$ cat config.mk
export PLATFORM = sky130hd
export DESIGN_NAME = wildcard_scale_table_top
export DESIGN_NICKNAME = d
export VERILOG_FILES = /design/src/rtl/wst_pkg.sv /design/src/rtl/wst_ctrl.sv /design/src/rtl/wst_datapath.sv /design/src/rtl/wildcard_scale_table_top.sv
export SDC_FILE = /design/constraint.sdc
export NUM_CORES = 2
export LEC_CHECK = 0
export BUFFER_PORTS_ARGS = -buffer_cell sky130_fd_sc_hd__buf_2
export CELL_PAD_IN_SITES_DETAIL_PLACEMENT = 0
export CELL_PAD_IN_SITES_GLOBAL_PLACEMENT = 1
export CORE_MARGIN = 5
export CORE_UTILIZATION = 35
export CTS_BUF_LIST = sky130_fd_sc_hd__clkbuf_2
export DETAILED_ROUTE_END_ITERATION = 7
export GPL_ROUTABILITY_DRIVEN = 0
export PLACE_DENSITY_LB_ADDON = 0.05
export SETUP_SLACK_MARGIN = 0.2
export SYNTH_ARGS = -nofsm -noshare
export SYNTH_HDL_FRONTEND = slang
export SYNTH_SLANG_ARGS = --single-unit
$ cat constraint.sdc
create_clock -name clk -period 10.3 [get_ports clk]
set_input_delay 1.03 -clock clk [delete_from_list [all_inputs] [get_ports clk]]
set_output_delay 1.03 -clock clk [all_outputs]
set_load 0.1 [all_outputs]
$ cat src/rtl/wst_pkg.sv
`default_nettype none

package wst_pkg;

	// request codes
	localparam logic [1:0] FUNC_SET    = 2'd0;
	localparam logic [1:0] FUNC_LOOKUP = 2'd1;
	localparam logic [1:0] FUNC_CLEAR  = 2'd2;

	// unsigned q8.24 constants
	localparam logic [31:0] ONE_Q824 = 32'h0100_0000;
	localparam logic [31:0] MAX_Q824 = 32'hFFFF_FFFF;

	typedef enum logic [2:0] {
		ST_IDLE,
		ST_START,
		ST_SCAN,
		ST_DRAIN,
		ST_FINISH
	} wst_state_t;

	// controller to datapath
	typedef struct packed {
		logic load;
		logic issue;
		logic finish;
	} wst_cmd_t;

	// datapath to controller
	typedef struct packed {
		logic scan_func;
		logic empty;
		logic last;
		logic out_hold;
	} wst_sts_t;

endpackage

`default_nettype wire

$ cat src/rtl/wst_ctrl.sv
`default_nettype none

module wst_ctrl (
	input  wire logic              clk,
	input  wire logic              arst_n,
	input  wire logic              in_valid,
	output logic                   in_stall,
	input  wire wst_pkg::wst_sts_t sts,
	output wst_pkg::wst_cmd_t      cmd
);
	import wst_pkg::*;

	wst_state_t state_q;
	wst_state_t state_d;

	always_ff @(posedge clk or negedge arst_n) begin
		if (!arst_n) begin
			state_q <= ST_IDLE;
		end else begin
			state_q <= state_d;
		end
	end

	always_comb begin
		state_d = state_q;
		unique case (state_q)
			ST_IDLE: begin
				if (in_valid) state_d = ST_START;
			end
			ST_START: begin
				if (sts.scan_func && !sts.empty) state_d = ST_SCAN;
				else state_d = ST_FINISH;
			end
			ST_SCAN: begin
				if (sts.last) state_d = ST_DRAIN;
			end
			ST_DRAIN: begin
				state_d = ST_FINISH;
			end
			ST_FINISH: begin
				if (!sts.out_hold) state_d = ST_IDLE;
			end
			default: begin
				state_d = ST_IDLE;
			end
		endcase
	end

	always_comb begin
		in_stall   = (state_q != ST_IDLE);
		cmd.load   = (state_q == ST_IDLE) && in_valid;
		cmd.issue  = (state_q == ST_SCAN);
		cmd.finish = (state_q == ST_FINISH) && !sts.out_hold;
	end

endmodule

`default_nettype wire

$ cat src/rtl/wst_datapath.sv
`default_nettype none

module wst_datapath #(
	parameter int TABLE_DEPTH = 16,
	parameter int KEY_WIDTH   = 8
) (
	input  wire logic              clk,
	input  wire logic              arst_n,
	input  wire wst_pkg::wst_cmd_t cmd,
	output wst_pkg::wst_sts_t      sts,
	input  wire logic [1:0]        func,
	input  wire logic [7:0]        col_type,
	input  wire logic [7:0]        tag,
	input  wire logic [31:0]       scale,
	output logic                   out_valid,
	input  wire logic              out_stall,
	output logic [31:0]            product,
	output logic                   status
);
	import wst_pkg::*;

	localparam int IDX_W = (TABLE_DEPTH > 1) ? $clog2(TABLE_DEPTH) : 1;
	localparam int CNT_W = $clog2(TABLE_DEPTH + 1);

	typedef struct packed {
		logic [KEY_WIDTH-1:0] col;
		logic [KEY_WIDTH-1:0] tag;
		logic [31:0]          factor;
	} entry_t;

	entry_t mem [TABLE_DEPTH];

	// request
	logic [1:0]           func_q;
	logic [KEY_WIDTH-1:0] col_q;
	logic [KEY_WIDTH-1:0] tag_q;
	logic [31:0]          scale_q;

	// scan
	logic [IDX_W-1:0] idx_q;
	logic [IDX_W-1:0] idx_s1;
	logic             rd_vld_s1;
	entry_t           rd_s1;
	logic [31:0]      acc_q;
	logic             found_q;
	logic [IDX_W-1:0] found_idx_q;
	logic [CNT_W-1:0] count_q;

	// output register
	logic        out_valid_q;
	logic [31:0] product_q;
	logic        status_q;

	logic        is_set;
	logic        is_lookup;
	logic        full;
	logic        wild_hit;
	logic        exact_hit;
	logic [63:0] mul_full;
	logic [39:0] mul_shr;
	logic [31:0] mul_sat;

	logic             wr_en;
	logic [IDX_W-1:0] wr_addr;
	entry_t           wr_data;

	assign is_set    = (func_q == FUNC_SET);
	assign is_lookup = (func_q == FUNC_LOOKUP);
	assign full      = (count_q == CNT_W'(TABLE_DEPTH));

	assign wild_hit  = ((rd_s1.col == '0) || (rd_s1.col == col_q)) &&
	                   ((rd_s1.tag == '0) || (rd_s1.tag == tag_q));
	assign exact_hit = (rd_s1.col == col_q) && (rd_s1.tag == tag_q);

	// truncate the q8.24 product, then saturate
	assign mul_full = 64'(acc_q) * 64'(rd_s1.factor);
	assign mul_shr  = mul_full[63:24];
	assign mul_sat  = (mul_shr[39:32] != '0) ? MAX_Q824 : mul_shr[31:0];

	assign sts.scan_func = is_set || is_lookup;
	assign sts.empty     = (count_q == '0);
	assign sts.last      = ((CNT_W'(idx_q) + CNT_W'(1)) == count_q);
	assign sts.out_hold  = out_valid_q && out_stall;

	// a replace rewrites the same keys, so one write port serves both cases
	always_comb begin
		wr_en   = cmd.finish && is_set && (found_q || !full);
		wr_addr = found_q ? found_idx_q : count_q[IDX_W-1:0];
		wr_data = '{col: col_q, tag: tag_q, factor: scale_q};
	end

	always_ff @(posedge clk) begin
		if (wr_en) mem[wr_addr] <= wr_data;
		rd_s1 <= mem[idx_q];
	end

	always_ff @(posedge clk) begin
		if (cmd.load) begin
			func_q  <= func;
			col_q   <= KEY_WIDTH'(col_type);
			tag_q   <= KEY_WIDTH'(tag);
			scale_q <= scale;
			idx_q   <= '0;
			acc_q   <= ONE_Q824;
			found_q <= 1'b0;
		end else begin
			if (cmd.issue) begin
				idx_q  <= idx_q + IDX_W'(1);
				idx_s1 <= idx_q;
			end
			if (rd_vld_s1) begin
				if (is_lookup && wild_hit) acc_q <= mul_sat;
				if (is_set && exact_hit && !found_q) begin
					found_q     <= 1'b1;
					found_idx_q <= idx_s1;
				end
			end
		end
		if (cmd.finish) begin
			product_q <= is_lookup ? acc_q : '0;
			status_q  <= is_set && !found_q && full;
		end
	end

	always_ff @(posedge clk or negedge arst_n) begin
		if (!arst_n) begin
			rd_vld_s1   <= 1'b0;
			count_q     <= '0;
			out_valid_q <= 1'b0;
		end else begin
			rd_vld_s1 <= cmd.issue;
			if (cmd.finish) begin
				if (func_q == FUNC_CLEAR) count_q <= '0;
				else if (is_set && !found_q && !full) count_q <= count_q + CNT_W'(1);
			end
			if (cmd.finish) out_valid_q <= 1'b1;
			else if (!out_stall) out_valid_q <= 1'b0;
		end
	end

	assign out_valid = out_valid_q;
	assign product   = product_q;
	assign status    = status_q;

endmodule

`default_nettype wire

$ cat src/rtl/wildcard_scale_table_top.sv
// lookup and set walk the used slots (at most TABLE_DEPTH) one slot per cycle through the
//   table memory and its single q8.24 multiplier; clear, unused codes and an empty table
//   skip the walk; one request is in flight at a time, so a new request is taken only
//   once the result of the last one has been posted to the output register
// reset: arst_n empties the table at once (used count to zero); the memory is not cleared
`default_nettype none

module wildcard_scale_table_top #(
	parameter int TABLE_DEPTH = 16,
	parameter int KEY_WIDTH   = 8
) (
	input  wire logic        clk,
	input  wire logic        arst_n,
	// request channel
	input  wire logic        in_valid,
	output logic             in_stall,
	input  wire logic [1:0]  func,
	input  wire logic [7:0]  col_type,
	input  wire logic [7:0]  tag,
	input  wire logic [31:0] scale,
	// result channel
	output logic             out_valid,
	input  wire logic        out_stall,
	output logic [31:0]      product,
	output logic             status
);
	import wst_pkg::*;

	// command and status between sequencer and table datapath
	wst_cmd_t cmd;
	wst_sts_t sts;

	// sequencer: takes a request, walks the used slots for a set or lookup, then posts the
	// result once the output register is free
	wst_ctrl u_ctrl (
		.clk      (clk),
		.arst_n   (arst_n),
		.in_valid (in_valid),
		.in_stall (in_stall),
		.sts      (sts),
		.cmd      (cmd)
	);

	// datapath: slot memory with registered read, key compare, truncating
	// saturating multiply-accumulate, used count and the output register
	wst_datapath #(
		.TABLE_DEPTH (TABLE_DEPTH),
		.KEY_WIDTH   (KEY_WIDTH)
	) u_datapath (
		.clk       (clk),
		.arst_n    (arst_n),
		.cmd       (cmd),
		.sts       (sts),
		.func      (func),
		.col_type  (col_type),
		.tag       (tag),
		.scale     (scale),
		.out_valid (out_valid),
		.out_stall (out_stall),
		.product   (product),
		.status    (status)
	);

endmodule

`default_nettype wire

=== Word-level counts from Yosys, hierarchy flattened ===
Memories as Yosys holds them, arrays and structs flattened. A register that Yosys moved wholly into a read port is not among the register bits.
Index checks and enable logic that the tools add are counted.

* Reduce and logical (&&, ||, !) cells: 36
* Muxes and demuxes: 13
* Eq/ne operators: 14
* Multipliers: 1
* Bitwise operators: 1
* Add/subtract/negate cells: 3

{| class="wikitable"
|+ Operators with widths
! operator !! number
|-
| $mul 32x32->64 || 1
|-
| $mux 32 || 1
|-
| $eq 8x8->1 || 2
|-
| $logic_not 8->1 || 2
|-
| $pmux 3 s5 || 1
|-
| $logic_and 1x1->1 || 14
|-
| $mux 3 || 4
|-
| $mux 5 || 2
|-
| $reduce_and 2->1 || 4
|-
| $reduce_bool 8->1 || 1
|-
| $eq 3x2->1 const B || 2
|-
| $ne 2x2->1 const B || 3
|-
| $reduce_and 3->1 || 2
|-
| $add 4x1->5 const B || 1
|-
| $add 5x1->5 const B || 1
|-
| $eq 5x5->1 || 1
|-
| $eq 5x5->1 const B || 1
|-
| $logic_not 5->1 || 1
|-
| $add 4x1->4 const B || 1
|-
| $logic_not 1->1 || 4
|-
| $logic_or 1x1->1 || 4
|-
| $mux 1 || 4
|-
| $mux 4 || 1
|-
| $eq 3x1->1 const B || 1
|-
| 9 further kinds || 9
|}

* Bits in registers: 138
* Output and inout port bits: 35
* Logic and storage cells: 84
* Bits of input ports: 54
* Memories: 1
* Bits in writable memories: 768

{| class="wikitable"
|+ Memory list
! name !! words !! width !! read ports !! clocked after Yosys merged registers in !! write ports !! line !! RTL
|-
| u_datapath.mem || 16 || 48 || 1 || 1 || 1 || wst_datapath.sv:31 || <nowiki>entry_t mem [TABLE_DEPTH];</nowiki>
|}

=== Depth between registers and ports, before layout ===
* Depth in word-level cells: 7
* Mapped depth: 28
* Mapped depth without buffers: 25

=== Modules after synthesis ===
Synthesis repeated with hierarchy kept, for this count alone.

* Cells, all modules: 5251
* Area, all modules: 68463.2 µm²

{| class="wikitable"
|+ By module, submodules not included
! module !! instances !! cells an instance !! area each (µm²) !! seq. area each (µm²)
|-
| wst_datapath || 1 || 5235 || 68290.5 || 27671.5
|-
| wst_ctrl || 1 || 16 || 172.7 || 75.1
|}

=== Worst setup path before layout ===
Ideal clock, no wire load.

* Path type: flip-flop to flip-flop
* Start: register u_datapath.acc_q[14]
* End: register u_datapath.acc_q[24]
* Period minus slack after synthesis: 7.323 ns
* Arrival: 7.190 ns
* Path buffers: 2
* Cell stages (with the launch flop): 24
* Library setup time: 0.133 ns
* Setup slack: 2.977 ns
* Data required time: 10.167 ns
* Path through: dfxtp_1 clkbuf_1 and2_1 fa_1 fa_1 inv_1 fa_1 fa_1 fa_1 inv_1 fa_1 fa_1 fa_1 ha_1 buf_2 and4_1 nand3b_1 a311o_1 a211oi_2 nor3_2 o21ai_0 mux2_2 a2111oi_0 a21oi_2

* Longest elaborated chain between the ends: 3

{| class="wikitable"
|+ RTL lines
! what !! line !! RTL
|-
| start: declaration || wst_datapath.sv:44 || <nowiki>logic [31:0] acc_q;</nowiki>
|-
| start signal: assignment || wst_datapath.sv:112 || <nowiki>if (is_lookup && wild_hit) acc_q <= mul_sat;</nowiki>
|-
| $mul 32x32->64 (*) || wst_datapath.sv:76 || <nowiki>assign mul_full = 64'(acc_q) * 64'(rd_s1.factor);</nowiki>
|-
| $reduce_bool 8->1 || wst_datapath.sv:78 || <nowiki>assign mul_sat = (mul_shr[39:32] != '0) ? MAX_Q824 : mul_shr[31:0];</nowiki>
|-
| $mux 32 (*) || wst_datapath.sv:78 ||
|}

Mark *: on every way between the ends. The rest lies on a longest branch, timed or not.
A chain may end at the register's enable or synchronous reset.

=== Worst setup path after layout ===
* Start: register u_datapath.acc_q[12]
* End: register u_datapath.acc_q[10]

The elaborated chain is that of the path after synthesis.

==> flow_metrics.env <==
export IMPL_synthSimpleGateAreaFrac_pct=10.3
export IMPL_fin_util_pct=38.8
export IMPL_seq_area_frac_synth_pct=40.3
export IMPL_synth_nets=6527
export IMPL_coreArea_um2=195000
export IMPL_die_w_um=454
export IMPL_io_pin_count=89
export IMPL_area_delta_synth_final_pct=10.2
export IMPL_syn_inst=5315
export IMPL_cts_tree="yes"
export IMPL_slew_headroom_pct=12.2
export IMPL_p_int_w=0.00660
export IMPL_power_leakage_nw=31.0
export IMPL_grt_ovfl_total=0
export IMPL_pwr_share_comb_pct=27.4
export IMPL_grt_start_max_net_pins=138
export IMPL_end_kind="flop"
export IMPL_tns_ns=0
export IMPL_synth_avg_cell_area_um2=13.0
export IMPL_dr_pass1_iters=5
export IMPL_cap_violations=0
export IMPL_finalHoldViolCount=0
export IMPL_h_tree_depth=4
export IMPL_critPathKind="flop to flop"
export IMPL_wirelength_mm=197
export IMPL_vias=40892
export IMPL_synth_warnings=0
export IMPL_seqPwrFrac_pct=48.8
export IMPL_cpMaxStageDelayCell="o311ai_4"
export IMPL_nets=6788
export IMPL_cts_path_max_buffers=3
export IMPL_cts_root_buf="clkbuf_2"
export IMPL_fmax_ghz=0.106
export IMPL_start_kind="flop"
export IMPL_netlist_area_um2=68900
export IMPL_worstPathMaxFanout=26
export IMPL_hpwl_mm=136
export IMPL_period_share_pct=92.0
export IMPL_ys_types=81
export IMPL_grt_pass1_wl_mm=301
export IMPL_rsz0062_at_grt="no"
export IMPL_min_period_ns=9.48
export IMPL_synth_compound_area_share_pct=3.47
export IMPL_p_switching_w=0.00397
export IMPL_numCtsBuffers=230
export IMPL_pre_cts_ws_ns=0.764
export IMPL_die_y_um=454
export IMPL_synthAdderAreaFrac_pct=30.8
export IMPL_layout_commonest_cell="fa_1"
export IMPL_worst_pin_slew_ns=1.32
export IMPL_antenna_found_initial=9
export IMPL_p_clk_share_pct=23.8
export IMPL_path_clk_slew_ns=0.10
export IMPL_drc_errors=0
export IMPL_ctsResizeCount=0
export IMPL_clk_latency_ns=1.63
export IMPL_synth_top_family_by_area="adder cells"
export IMPL_slew_violations=0
export IMPL_antenna_left=0
export IMPL_async_reset_ff_share_pct=1.05
export IMPL_cts_setup_buffers=0
export IMPL_cpMostUsedCell="fa_1"
export IMPL_dieArea_um2=206000
export IMPL_path_cells="buf_4 > buf_4 > nand2_1 > fa_1 > inv_1 > fa_1 > fa_1 > fa_1 > fa_1 > fa_1 > fa_1 > inv_1 > fa_1 > inv_1 > ha_1 > a21oi_1 > o21ai_1 > a21oi_1 > o21ai_1 > nor3_2 > nor2_1 > o311ai_4 > a221oi_1 > a21oi_2"
export IMPL_vias_per_cell=4.87
export IMPL_synthMuxAreaShare_pct=7.94
export IMPL_synth_xor_area_share_pct=0.712
export IMPL_ir_drop_v=0.000149
export IMPL_initial_core_util_pct=35.2
export IMPL_cts_num_sinks=954
export IMPL_ys_seq_elements=954
export IMPL_fin_ws_ns=0.823
export IMPL_grt_usage_pct=19.6
export IMPL_initialDrtViolationCount=1995
export IMPL_synth_edff_count=859
export IMPL_final_cell_mix="fa_1 (895), inv_1 (887), edfxtp_1 (859)"
export IMPL_clock_skew_ns=0.161
export IMPL_setup_violations=0
export IMPL_p_per_area_nw_per_um2=139
export IMPL_hold_buffers=105
export IMPL_slowest_delay_ns=0.99
export IMPL_wl_per_cell_um=23.4
export IMPL_required_ns=11.76
export IMPL_row_count=162
export IMPL_critPathArrivalTime_ns=10.94
export IMPL_ys_flop_type="edfxtp_1"
export IMPL_port_buffer_count=88
export IMPL_grt_pass1_vias=46462
export IMPL_min_path_type="input pin to flop"
export IMPL_outcome="complete, no violations"
export IMPL_drive_gt1_share_pct=15.8
export IMPL_swShare_pct=37.5
## worst paths after layout
path	to	start	depth (start not counted)	slack [ns]
setup / recovery	u_datapath.acc_q[10]$_SDFFE_PP0P_	u_datapath.acc_q[12]$_SDFFE_PP0P_	24	0.82
hold / removal	u_ctrl.state_q[0]$_DFFE_PN0P_	in_valid	4	0.36
setup reg to reg	u_datapath.acc_q[10]$_SDFFE_PP0P_	u_datapath.acc_q[12]$_SDFFE_PP0P_	24	0.82
hold reg to reg	u_datapath.found_idx_q[1]$_DFFE_PP_	u_datapath.idx_s1[1]$_DFFE_PP_	0	0.43
max in group asynchronous	u_datapath.out_valid$_DFFE_PN0P_	arst_n	3	9.35
min in group asynchronous	u_datapath.count_q[4]$_DFFE_PN0P_	arst_n	3	0.57
## cell usage after synthesis (all sizes together), types with 4 or more instances
cell type | instances | share of area (%)
mux2i | 4 | 0.058
nand3 | 24 | 0.17
and2 | 644 | 5.8
a2111oi | 5 | 0.064
buf | 40 | 0.30
inv | 888 | 4.8
o31ai | 5 | 0.055
a21o | 12 | 0.13
a21oi | 115 | 1.0
nor2b | 9 | 0.082
a221oi | 11 | 0.14
o22ai | 7 | 0.064
or3 | 8 | 0.073
a31oi | 8 | 0.082
a311oi | 4 | 0.051
edfxtp | 859 | 37
dfrtp | 10 | 0.36
o21bai | 8 | 0.087
xnor2 | 24 | 0.31
o211ai | 10 | 0.12
clkbuf | 256 | 1.4
o21ai | 88 | 0.64
dfxtp | 85 | 2.5
nand4 | 29 | 0.29
nand2 | 515 | 2.8
ha | 263 | 4.8
and4 | 4 | 0.051
o21a | 8 | 0.087
a211oi | 31 | 0.36
mux4 | 240 | 7.8
a32oi | 4 | 0.051
nor4 | 14 | 0.16
nor3 | 26 | 0.21
nor2 | 76 | 0.41
fa | 895 | 26
o2111ai | 5 | 0.073
xor2 | 32 | 0.41
## area by class of cell
cell class	instances	area, um2
repair buffers	325	2530
flip-flops and latches	954	27800
fillers	19080	120000
well taps	2624	3280
clock buffers	345	1730
diodes	5	12.5
multi-input cells	3177	36800
inverters	888	3330
clock inverters	80	430
## worst max-delay path, delay by kind of cell (launching register included)
family	cells	cell delay, ns
adders and majority gates	9	4.53
AOI/OAI and AO/OA	7	2.32
DFF	1	0.89
and+or+nand+nor	3	0.85
buffers and inverters	5	0.76
## logic make-up (layout without fill, tap and decap cells)
group	Yosys count	count (layout)
buffers and inverters	1184	1638
adders and majority gates	1158	1158
AOI/OAI and AO/OA	352	352
muxes	246	246
xor gates and xnor gates	56	56
DFF	954	954
other	0	5
and+or+nand+nor	1365	1365
## power groups by stage
| stage | logic, W | registers [W] | clock network (W) |
|---|---|---|---|
| after floorplan | 0.00192 | 0.00499 | 0 |
| after global placement | 0.00295 | 0.00526 | 0 |
| after detailed placement | 0.00295 | 0.00527 | 0 |
| after CTS | 0.00299 | 0.00518 | 0.00266 |
| after global routing | 0.00318 | 0.00523 | 0.00286 |
| final | 0.00290 | 0.00516 | 0.00251 |
## registers in the layout (all words and copies together) (netlist names)
register	flops
u_datapath.idx_s1	4
u_datapath.rd_vld_s1	1
u_datapath.mem	768
u_datapath.col_q	8
u_datapath.found_idx_q	4
u_datapath.scale_q	32
u_datapath.tag_q	8
u_datapath.acc_q	32
u_datapath.rd_s1	48
u_datapath.idx_q	4
u_datapath.status	1
u_datapath.out_valid	1
u_datapath.count_q	5
u_ctrl.state_q	3
u_datapath.product	32
u_datapath.found_q	1
u_datapath.func_q	2
## stage by stage
stage / hold WS (ns) / instance area [um2] / total power, W / instances
floorplan: 0.400 / 68900 / 0.00691 / 5315
global placement: 0.403 / 72700 / 0.00821 / 7863
detailed placement: 0.406 / 72700 / 0.00821 / 7863
CTS: 0.0208 / 75900 / 0.0108 / 8393
global route: 0.129 / 75900 / 0.0113 / 8398
finish: 0.357 / 75900 / 0.0106 / 8398
## per-layer routing
layer / track usage [%] / wire (um) / part of all wire (%)
met5: 0 / 21 / 0.011
met4: 4.21 / 3680 / 1.9
met3: 2.32 / 5020 / 2.6
met2: 35.2 / 103000 / 52
met1: 25.6 / 85200 / 43
Power figures use the tool's default switching activity.
